`config.mk`:
```
export PLATFORM = sky130hd
export DESIGN_NAME = ntpis_hash
export DESIGN_NICKNAME = d
export VERILOG_FILES = /design/src/sv/ntp_interleaved_server_stamper_core_defines.svh /design/src/sv/ntpis_pkg.sv /design/src/sv/ntpis_hash.sv
export SDC_FILE = /design/constraint.sdc
export NUM_CORES = 1
export LEC_CHECK = 0
export BUFFER_PORTS_ARGS = -buffer_cell sky130_fd_sc_hd__buf_4
export CAP_MARGIN = 20
export CORE_MARGIN = 1
export CORE_UTILIZATION = 40
export DETAILED_ROUTE_END_ITERATION = 10
export GPL_TIMING_DRIVEN = 0
export PLACE_DENSITY = 0.54
export SYNTH_ARGS = -nofsm -noshare
export SYNTH_HDL_FRONTEND = slang
export SYNTH_SLANG_ARGS = --single-unit
```
`constraint.sdc`:
```
create_clock -name clk -period 8 [get_ports clk]
set_clock_uncertainty 0.2 [all_clocks]
set_input_delay 1.6 -clock clk [delete_from_list [all_inputs] [get_ports clk]]
set_output_delay 1.6 -clock clk [all_outputs]
set_load 0.02 [all_outputs]
```
`src/sv/ntp_interleaved_server_stamper_core_defines.svh`:
```
// Assertion macros for the NTP interleaved server stamper core.
// Included by the top level; expects clk and rst_n in scope.
`ifndef NTP_INTERLEAVED_SERVER_STAMPER_CORE_DEFINES_SVH
`define NTP_INTERLEAVED_SERVER_STAMPER_CORE_DEFINES_SVH

// same-cycle implication
`define NTPIS_ASSERT_NOW(lbl, ante, cons) \
  lbl: assert property (@(posedge clk) disable iff (!rst_n) (ante) |-> (cons)) \
    else $error("ntpis assertion failed");

// next-cycle implication
`define NTPIS_ASSERT_NEXT(lbl, ante, cons) \
  lbl: assert property (@(posedge clk) disable iff (!rst_n) (ante) |=> (cons)) \
    else $error("ntpis assertion failed");

`endif

```
`src/sv/ntpis_pkg.sv`:
```
// Shared types, constants and helpers of the NTP interleaved server stamper.
// No dependencies; used by all modules of the block.
package ntpis_pkg;

  localparam int TABLE_DEPTH_DEF   = 1024;
  localparam int MIN_FRAME_LEN_DEF = 90;
  localparam logic [31:0] HASH_MULT = 32'hDE9D_B139;
  localparam int HASH_SHIFT        = 22;
  localparam logic [2:0] MODE_CLIENT = 3'd3;

  localparam logic CMD_RECORD = 1'b0;
  localparam logic CMD_SERVE  = 1'b1;

  localparam int CFG_IDX_W = 2;
  localparam logic [CFG_IDX_W-1:0] CFG_OWN_ADDRESS = 2'd0;
  localparam logic [CFG_IDX_W-1:0] CFG_TIME_OFFSET = 2'd1;

  typedef struct packed {
    logic        command;
    logic [31:0] peer_address;
    logic [31:0] dest_address;
    logic [2:0]  packet_mode;
    logic [10:0] frame_length;
    logic [63:0] wire_orig_time;
    logic [63:0] wire_rx_time;
    logic [63:0] wire_tx_time;
    logic [63:0] hw_stamp;
    logic [63:0] now_stamp;
  } in_item_t;

  typedef struct packed {
    logic        accepted;
    logic        interleaved;
    logic [63:0] reply_orig_time;
    logic [63:0] reply_rx_time;
    logic [63:0] reply_tx_time;
  } out_item_t;

  typedef struct packed {
    logic rd;
    logic wr;
  } mem_ctl_t;

  function automatic logic [63:0] swap_bytes(input logic [63:0] v);
    logic [63:0] r;
    for (int i = 0; i < 8; i++) begin
      r[8*i +: 8] = v[8*(7-i) +: 8];
    end
    return r;
  endfunction

endpackage

```
`src/sv/ntpis_hash.sv`:
```
// Client address hash: multiply by a constant, keep the top bits.
// Depends on ntpis_pkg; result registered.
module ntpis_hash #(
  parameter int AW = 10
) (
  input  logic          clk,
  input  logic [31:0]   peer_address,
  output logic [AW-1:0] cell_idx
);
  import ntpis_pkg::*;

  logic [31:0]   prod;
  logic [31:0]   shifted;
  logic [AW-1:0] cell_idx_r;

  assign prod    = peer_address * HASH_MULT;
  assign shifted = prod >> HASH_SHIFT;

  always_ff @(posedge clk) begin
    cell_idx_r <= shifted[AW-1:0];
  end

  assign cell_idx = cell_idx_r;
endmodule

```
==> impl.org, run 1 <==
** Detailed routing
- Aggregate routed wire length :: 18500 um
- Once detail routing completed, the nets flagged for antenna violations numbered 0.
- Post-route DRC violation count :: 0
- Dividing the detail-routed via count by the number of cells gives 4.56.
- Detailed Route Iter0 Violations :: 99
- The pre-antenna-repair detailed-routing pass consisted of 4 iterations.
- After detailed routing, the average wire length per cell comes to ~15 um.
- Via Count :: about 5400

** Worst hold path
- Kind of path behind the tightest hold check :: input pin to register
- Worst hold start :: peer_address[31]

** Clocking
- Total clock buffers created by CTS :: 3
- CTS tree :: yes
- CTS clk-pin slew, worst paths :: around 0.05 ns
- Count of hold-fix buffers inserted at cts :: 0
- CTS H-Tree Depth :: 1
- Clk root buf :: sky130_fd_sc_hd__clkbuf_16
- Clock tree synthesis found a total of 10 sinks.
- The clock passes through at most 2 buffers.

** Global route
- The initial antenna violation count was 0.
- Global-route usage over all layers :: 0.181
- The total overflow left after global routing is 0.
- Most Crowded Layer GR :: met2
- Global-route wire length before repair :: ~30000 um
- Met1 global-route usage :: 0.262
- In the global route stage, met3 resource usage came out at 0.0102.
- Maximum number of pins on one net before global-route repair :: 16
- Met2 layer usage reported by global route :: 0.303
- Via count of the first global-routing pass :: roughly 5800

** Place
- Gp weighted congestion :: approximately 0.85
- Pre-CTS worst setup slack :: -0.303 ns
- Detailed placement finished with a half-perimeter wire length of about 17000 um.
- I/O Buffers :: between 40 and 50

** Critical path
- The worst setup path is captured at a register.
- For the worst setup path, the data arrival time is 7.70 ns.
- Critical Path Source Type :: input pin
- Critical Path Start :: peer_address[14]
- The most critical setup path has its endpoint at cell_idx[8].
- CP Data Required Time :: just under 8 ns
- Start-to-end type of the worst setup path :: input pin to register
- Highest fanout seen on the critical path :: 8

** Timing
- Setup repair after global routing left no endpoint under its margin.
- Worst Setup Slack, final :: 0.231 ns
- Headroom to the max-slew limit came out at 0.340.
- Derived from the worst setup path, the maximum achievable clock frequency is 129 MHz.
- The final-report max-slew violation count came to 0.
- Actual slew at the worst max-slew pin :: between 0.9 and 1 ns
- Dividing the final minimum period by the clock period gives 0.971.
- Setup violations remaining at the end of the flow were counted as 0.
- Final hold violation count :: 0
- Final period demand of the worst path :: roughly 7.8 ns

** Job
- Maximum Capacitance Violations :: 0

** Floorplan
- Row cnt :: 54
- The die covers roughly 23000 um2.
- In this run the count of I/O pins placed on the die edge is 43.
- Area of the core region :: roughly 22000 um2
- From bottom edge to top edge, the die measures 151 um.
- The initial utilization of the core area, before any placement, comes to 0.407.
- Die boundary width :: 151 um

** Synthesis
- Cell accounting for the most synthesized area :: sky130_fd_sc_hd__fa_1
- In this run, synthesis inferred 0 flip-flops with an integrated enable.
- Synth Area per Inst :: between 10 and 15 um2
- Flop and latch count out of synthesis :: 10
- Counting every net in the synthesized netlist gives between 1000 and 1500.
- Synthesis Warnings :: 0
- Seq/Total Area, Yosys :: 0.0225
- The share of synthesized area in the top cell type comes to 0.403.
- Mux cell area share after synthesis :: 0
- Of the total synthesized cell area, the portion taken by AND, OR, NAND and NOR gates is 0.0179.
- Post-synthesis adder-cell area fraction :: 0.751
- Post-synthesis cell type count :: 32
- Most instantiated library cell after synthesis :: sky130_fd_sc_hd__inv_1
- Of the total synthesized cell area, the portion taken by XOR and XNOR cells is 0.0483.
- The most used flip-flop cell after synthesis is sky130_fd_sc_hd__dfxtp_1.
- By count the netlist is led by 318 x sky130_fd_sc_hd__inv_1, 247 x sky130_fd_sc_hd__ha_1, 179 x sky130_fd_sc_hd__fa_1, 38 x sky130_fd_sc_hd__xnor2_1, 12 x sky130_fd_sc_hd__a21oi_1.
- The synthesized-area fraction occupied by ao, oa, aoi and oai cells came to 0.0260.
- After synthesis, the largest family of logic cells by area is adder cells.
- After synthesis the cells add up to between 8000 and 9000 um2.
- After synthesis, the cell types taking the most area are sky130_fd_sc_hd__fa_1 40%, sky130_fd_sc_hd__ha_1 35%, sky130_fd_sc_hd__inv_1 13%.
- Gate count of the mapped netlist :: roughly 870
- Proportion of register bits with asynchronous set or reset after synthesis :: 0

** Final layout
- Layout cells sized above 1 :: 0.0679
- Final antenna diode count :: 0
- The register with the most flip-flops in the layout has 10 of them.
- Number of filler instances in the final layout :: about 2100
- Count of nets after finishing :: about 1400
- Final Core Density :: 0.446
- The area growth from synthesis to layout is 9.49%.

** Status
- Outcome :: complete, no violations
==> critical path, cell delays in order <==
cell,delay [ns]
sky130_fd_sc_hd__buf_4,0.17
sky130_fd_sc_hd__ha_1,0.38
sky130_fd_sc_hd__ha_1,0.34
sky130_fd_sc_hd__fa_1,0.50
sky130_fd_sc_hd__inv_1,0.05
sky130_fd_sc_hd__fa_1,0.49
sky130_fd_sc_hd__inv_1,0.06
sky130_fd_sc_hd__fa_1,0.48
sky130_fd_sc_hd__fa_1,0.47
sky130_fd_sc_hd__fa_1,0.52
sky130_fd_sc_hd__inv_1,0.05
sky130_fd_sc_hd__fa_1,0.48
sky130_fd_sc_hd__inv_1,0.04
sky130_fd_sc_hd__ha_1,0.28
sky130_fd_sc_hd__nand4_1,0.15
sky130_fd_sc_hd__nor3_1,0.08
sky130_fd_sc_hd__a2111oi_1,0.39
sky130_fd_sc_hd__a21boi_4,0.34
sky130_fd_sc_hd__o21ai_4,0.12
sky130_fd_sc_hd__o41ai_4,0.39
sky130_fd_sc_hd__o21bai_1,0.14
sky130_fd_sc_hd__xor2_1,0.15
==> layout make-up <==
class | instances | area, um2 | share of cell area
multi-input combinational | 537 | 7550 | 0.776
inverter | 318 | 1190 | 0.123
tap | 280 | 350 | 0.0360
timing repair buffer | 44 | 349 | 0.0359
sequential | 10 | 200 | 0.0206
clock buffer | 4 | 88.8 | 0.00913
==> kinds of logic (layout without fill, tap and decap cells) <==
group	count (synthesis)	in the layout
DFF	10	10
xor gates and xnor gates	49	49
and+or+nand+nor	31	31
AOI/OAI and AO/OA	31	31
buffers and inverters	318	366
adders and majority gates	426	426
==> stage by stage <==
stage	instances	hold WS [ns]	instance area, um2	setup TNS (ns)
global route	1193	2.09	9730	0
detailed placement	1187	1.81	9550	-0.790
floorplan	865	1.74	8890	0
finish	1193	2.05	9730	0
CTS	1191	2.08	9650	0
global placement	1187	1.81	9550	-0.553
==> repair_timing <==
item,in CTS,in global routing
gates resized for setup,1,16
endpoints found under the setup margin,2,3
buffers inserted,0,2
pin swaps,0,10
gates cloned,0,0
==> per-layer routing <==
metal | wire length (um) | share of wire | up-vias
met1 | 9090 | 0.49 | 2682
met4 | 207 | 0.011 | 0
met5 | 0 | 0 | -
met3 | 480 | 0.026 | 11
met2 | 8690 | 0.47 | 55
li1 | - | - | 2698
==> cell usage in the layout (no fill, tap or decap), drive strengths merged, types with 2 or more instances in the layout <==
cell type	count
a21oi	12
and2	2
buf	44
clkbuf	4
dfxtp	10
fa	179
ha	247
inv	318
nand2	2
nand3	3
nand4	2
nor2	8
nor3	8
o211ai	3
o21ai	4
o21bai	3
xnor2	38
xor2	11
==> worst min path at each step <==
stage	slack, ns	endpoint	cells after the start
6_report	2.05	cell_idx[9]	7
5_1_grt	2.09	cell_idx[2]	1
4_1_cts	2.08	cell_idx[2]	1
3_5_place_dp	1.81	cell_idx[9]	1
3_3_place_gp	1.81	cell_idx[9]	1
2_1_floorplan	1.74	cell_idx[0]	0
Power of run 1 is not shown: default switching activity piles up to over one toggle a cycle in this logic, so the estimate is an artifact.
==> inputs of run 2 (changes only) <==
Settings changed: PLACE_DENSITY 0.54 to unset.
==> run 2 against run 1 <==
  * Setup slack improved by 0.045 ns
  * Critical path type unchanged
  * Die area unchanged
  * Routed wire length decreased by 1.1%
  * Count of clock-buffer cells in the layout unchanged
  * Hold slack improved by 0.00095 ns
==> impl.org, run 2 (synthesis gave the netlist of run 1 again) <==
** Global route
- The initial antenna violation count was 0.
- The number of global-route vias before repair is just over 6000.
- Across every metal layer, demand over resource in global routing totals 0.182.
- Maximum number of pins on one net before global-route repair :: 16
- Overall overflow remaining after global route :: 0
- Global-route wire length before repair :: between 30000 and 40000 um

** Status
- Outcome :: complete, no violations

** Floorplan
- During I/O placement, the number of pins put on the boundary was 43.
- Measured along the x axis, the die boundary spans 151 um.
- Die ar. :: around 23000 um2
- Height of the chip :: ~150 um
- Initial standard-cell utilization of the core :: 0.407
- Row cnt :: between 50 and 60
- Area of the core region :: ~22000 um2

** Detailed routing
- The routed layout has 5472 vias.
- The routed design has 18300 um of wire.
- Dividing the detail-routed wire length by the instance count gives 15.3 um.
- Using the TritonRoute via totals, the vias-per-cell ratio works out to 4.58.
- For this run, design rule violations remaining after detail routing come to 0.
- Detailed-routing iteration count for the pre-antenna-repair pass :: 4
- Post-DRT Antenna Nets :: 0
- Detailed Route Iter0 Violations :: about 140

** Place
- The congestion estimate from routability-driven global placement came to approximately 0.85.
- I/O Buffers :: 42
- Detailed placement finished with a half-perimeter wire length of 16600 um.
- Prior to clock tree synthesis, the placed netlist has a worst setup slack of -0.236 ns.

** Clocking
- TritonCTS created 3 clock buffers.
- In this run the clock root is driven by a sky130_fd_sc_hd__clkbuf_16.
- The tree built by TritonCTS fans out to 10 sinks.
- CTS clk-pin slew, worst paths :: around 0.04 ns
- TritonCTS built the clock tree.
- No sink is reached through more buffers than the 2 on the longest clock path.
- CTS H-Tree Depth :: 1

** Final layout
- The register with the most flip-flops in the layout has 10 of them.
- Area growth from synthesis to final layout :: 10.3%
- The library cell used most frequently in the layout, excluding fill and tap cells, is sky130_fd_sc_hd__inv_1.
- Number of filler instances in the final layout :: roughly 2100
- Leading cell types in the layout, fill and taps excluded :: 316 x sky130_fd_sc_hd__inv_1, 237 x sky130_fd_sc_hd__ha_1, 176 x sky130_fd_sc_hd__fa_1, 40 x sky130_fd_sc_hd__buf_4, 38 x sky130_fd_sc_hd__xnor2_1
- Of the cells placed in the final design, the portion with a size suffix greater than 1 is 0.0777.
- For this run, the post-layout net count is around 1400.
- Final antenna diode count :: 0

** Timing
- Measured against its own limit, the worst slew margin works out to 0.407.
- Of the available clock period, the critical path in the final layout requires 0.965.
- Actual slew at the worst max-slew pin :: slightly below 0.9 ns
- The final hold violation count is 0.
- Setup violations remaining at the end of the flow were counted as 0.
- Setup repair after global routing left no endpoint under its margin.
- The final-report max-slew violation count came to 0.
- For this run, the top clock speed supported by timing is approximately 130 MHz.
- Subtracting the final worst setup slack from the clock period gives between 7 and 8 ns.
- Worst Setup Slack, final :: 0.276 ns

** Critical path
- For the worst setup path, the data required time is between 7 and 8 ns.
- Start-to-end type of the worst setup path :: input pin to register
- Critical Path Source Type :: input pin
- Arrival time of data at the critical path endpoint :: 7.65 ns
- STA classifies the critical path endpoint as a register.
- In this run the worst path has a maximum fanout of 8.

** Worst hold path
- Kind of path behind the tightest hold check :: input pin to register

** Job
- Maximum Capacitance Violations :: 0
-- run 2: final timing paths --
check                        start          end  cells past startpoint
setup / recovery  peer_address[12]  cell_idx[8]                     24
hold / removal    peer_address[31]  cell_idx[9]                      7
-- run 2: through the flow --
stage | instances | cell area [um2] | setup TNS, ns | hold WS, ns | util
after CTS | 1192 | 9650 | 0 | 2.07 | 0.442
after global placement | 1187 | 9550 | -0.468 | 1.81 | 0.438
after detailed placement | 1187 | 9550 | -0.549 | 1.81 | 0.438
after global routing | 1194 | 9810 | 0 | 2.09 | 0.449
final | 1194 | 9810 | 0 | 2.05 | 0.449
after floorplan | 865 | 8890 | 0 | 1.74 | -
-- run 2: worst max-delay path, stage by stage --
cell,delay [ns]
sky130_fd_sc_hd__buf_6,0.13
sky130_fd_sc_hd__ha_4,0.27
sky130_fd_sc_hd__ha_2,0.20
sky130_fd_sc_hd__fa_1,0.53
sky130_fd_sc_hd__inv_1,0.05
sky130_fd_sc_hd__fa_1,0.48
sky130_fd_sc_hd__inv_1,0.05
sky130_fd_sc_hd__fa_1,0.49
sky130_fd_sc_hd__inv_1,0.05
sky130_fd_sc_hd__fa_1,0.52
sky130_fd_sc_hd__inv_1,0.05
sky130_fd_sc_hd__fa_1,0.47
sky130_fd_sc_hd__inv_1,0.05
sky130_fd_sc_hd__fa_1,0.47
sky130_fd_sc_hd__inv_1,0.04
sky130_fd_sc_hd__ha_1,0.30
sky130_fd_sc_hd__o211ai_1,0.23
sky130_fd_sc_hd__nor3_1,0.09
sky130_fd_sc_hd__a2111oi_1,0.43
sky130_fd_sc_hd__a21boi_4,0.32
sky130_fd_sc_hd__o21ai_4,0.10
sky130_fd_sc_hd__o41ai_4,0.42
sky130_fd_sc_hd__o21bai_1,0.14
sky130_fd_sc_hd__xor2_1,0.15
-- run 2: area by class of cell --
cell class | count | area (um2) | area share
multi-input combinational | 537 | 7620 | 0.777
timing repair buffer | 45 | 357 | 0.0364
clock buffer | 4 | 88.8 | 0.00906
inverter | 318 | 1190 | 0.122
tap | 280 | 350 | 0.0357
sequential | 10 | 200 | 0.0204
-- run 2: layer usage --
metal  share of wire  global-route usage
met5               0                   0
met4           0.012              0.0295
met3           0.026              0.0117
met2            0.49               0.315
met1            0.47               0.255
-- run 2: repair_timing --
action / 4_1_cts / 5_1_grt
pin swaps: 0 / 13
gates resized for setup: 0 / 26
hold buffers: 0 / 0
setup buffers: 1 / 2
setup endpoints to repair: 1 / 5
Power of run 2 is left out for the same reason.
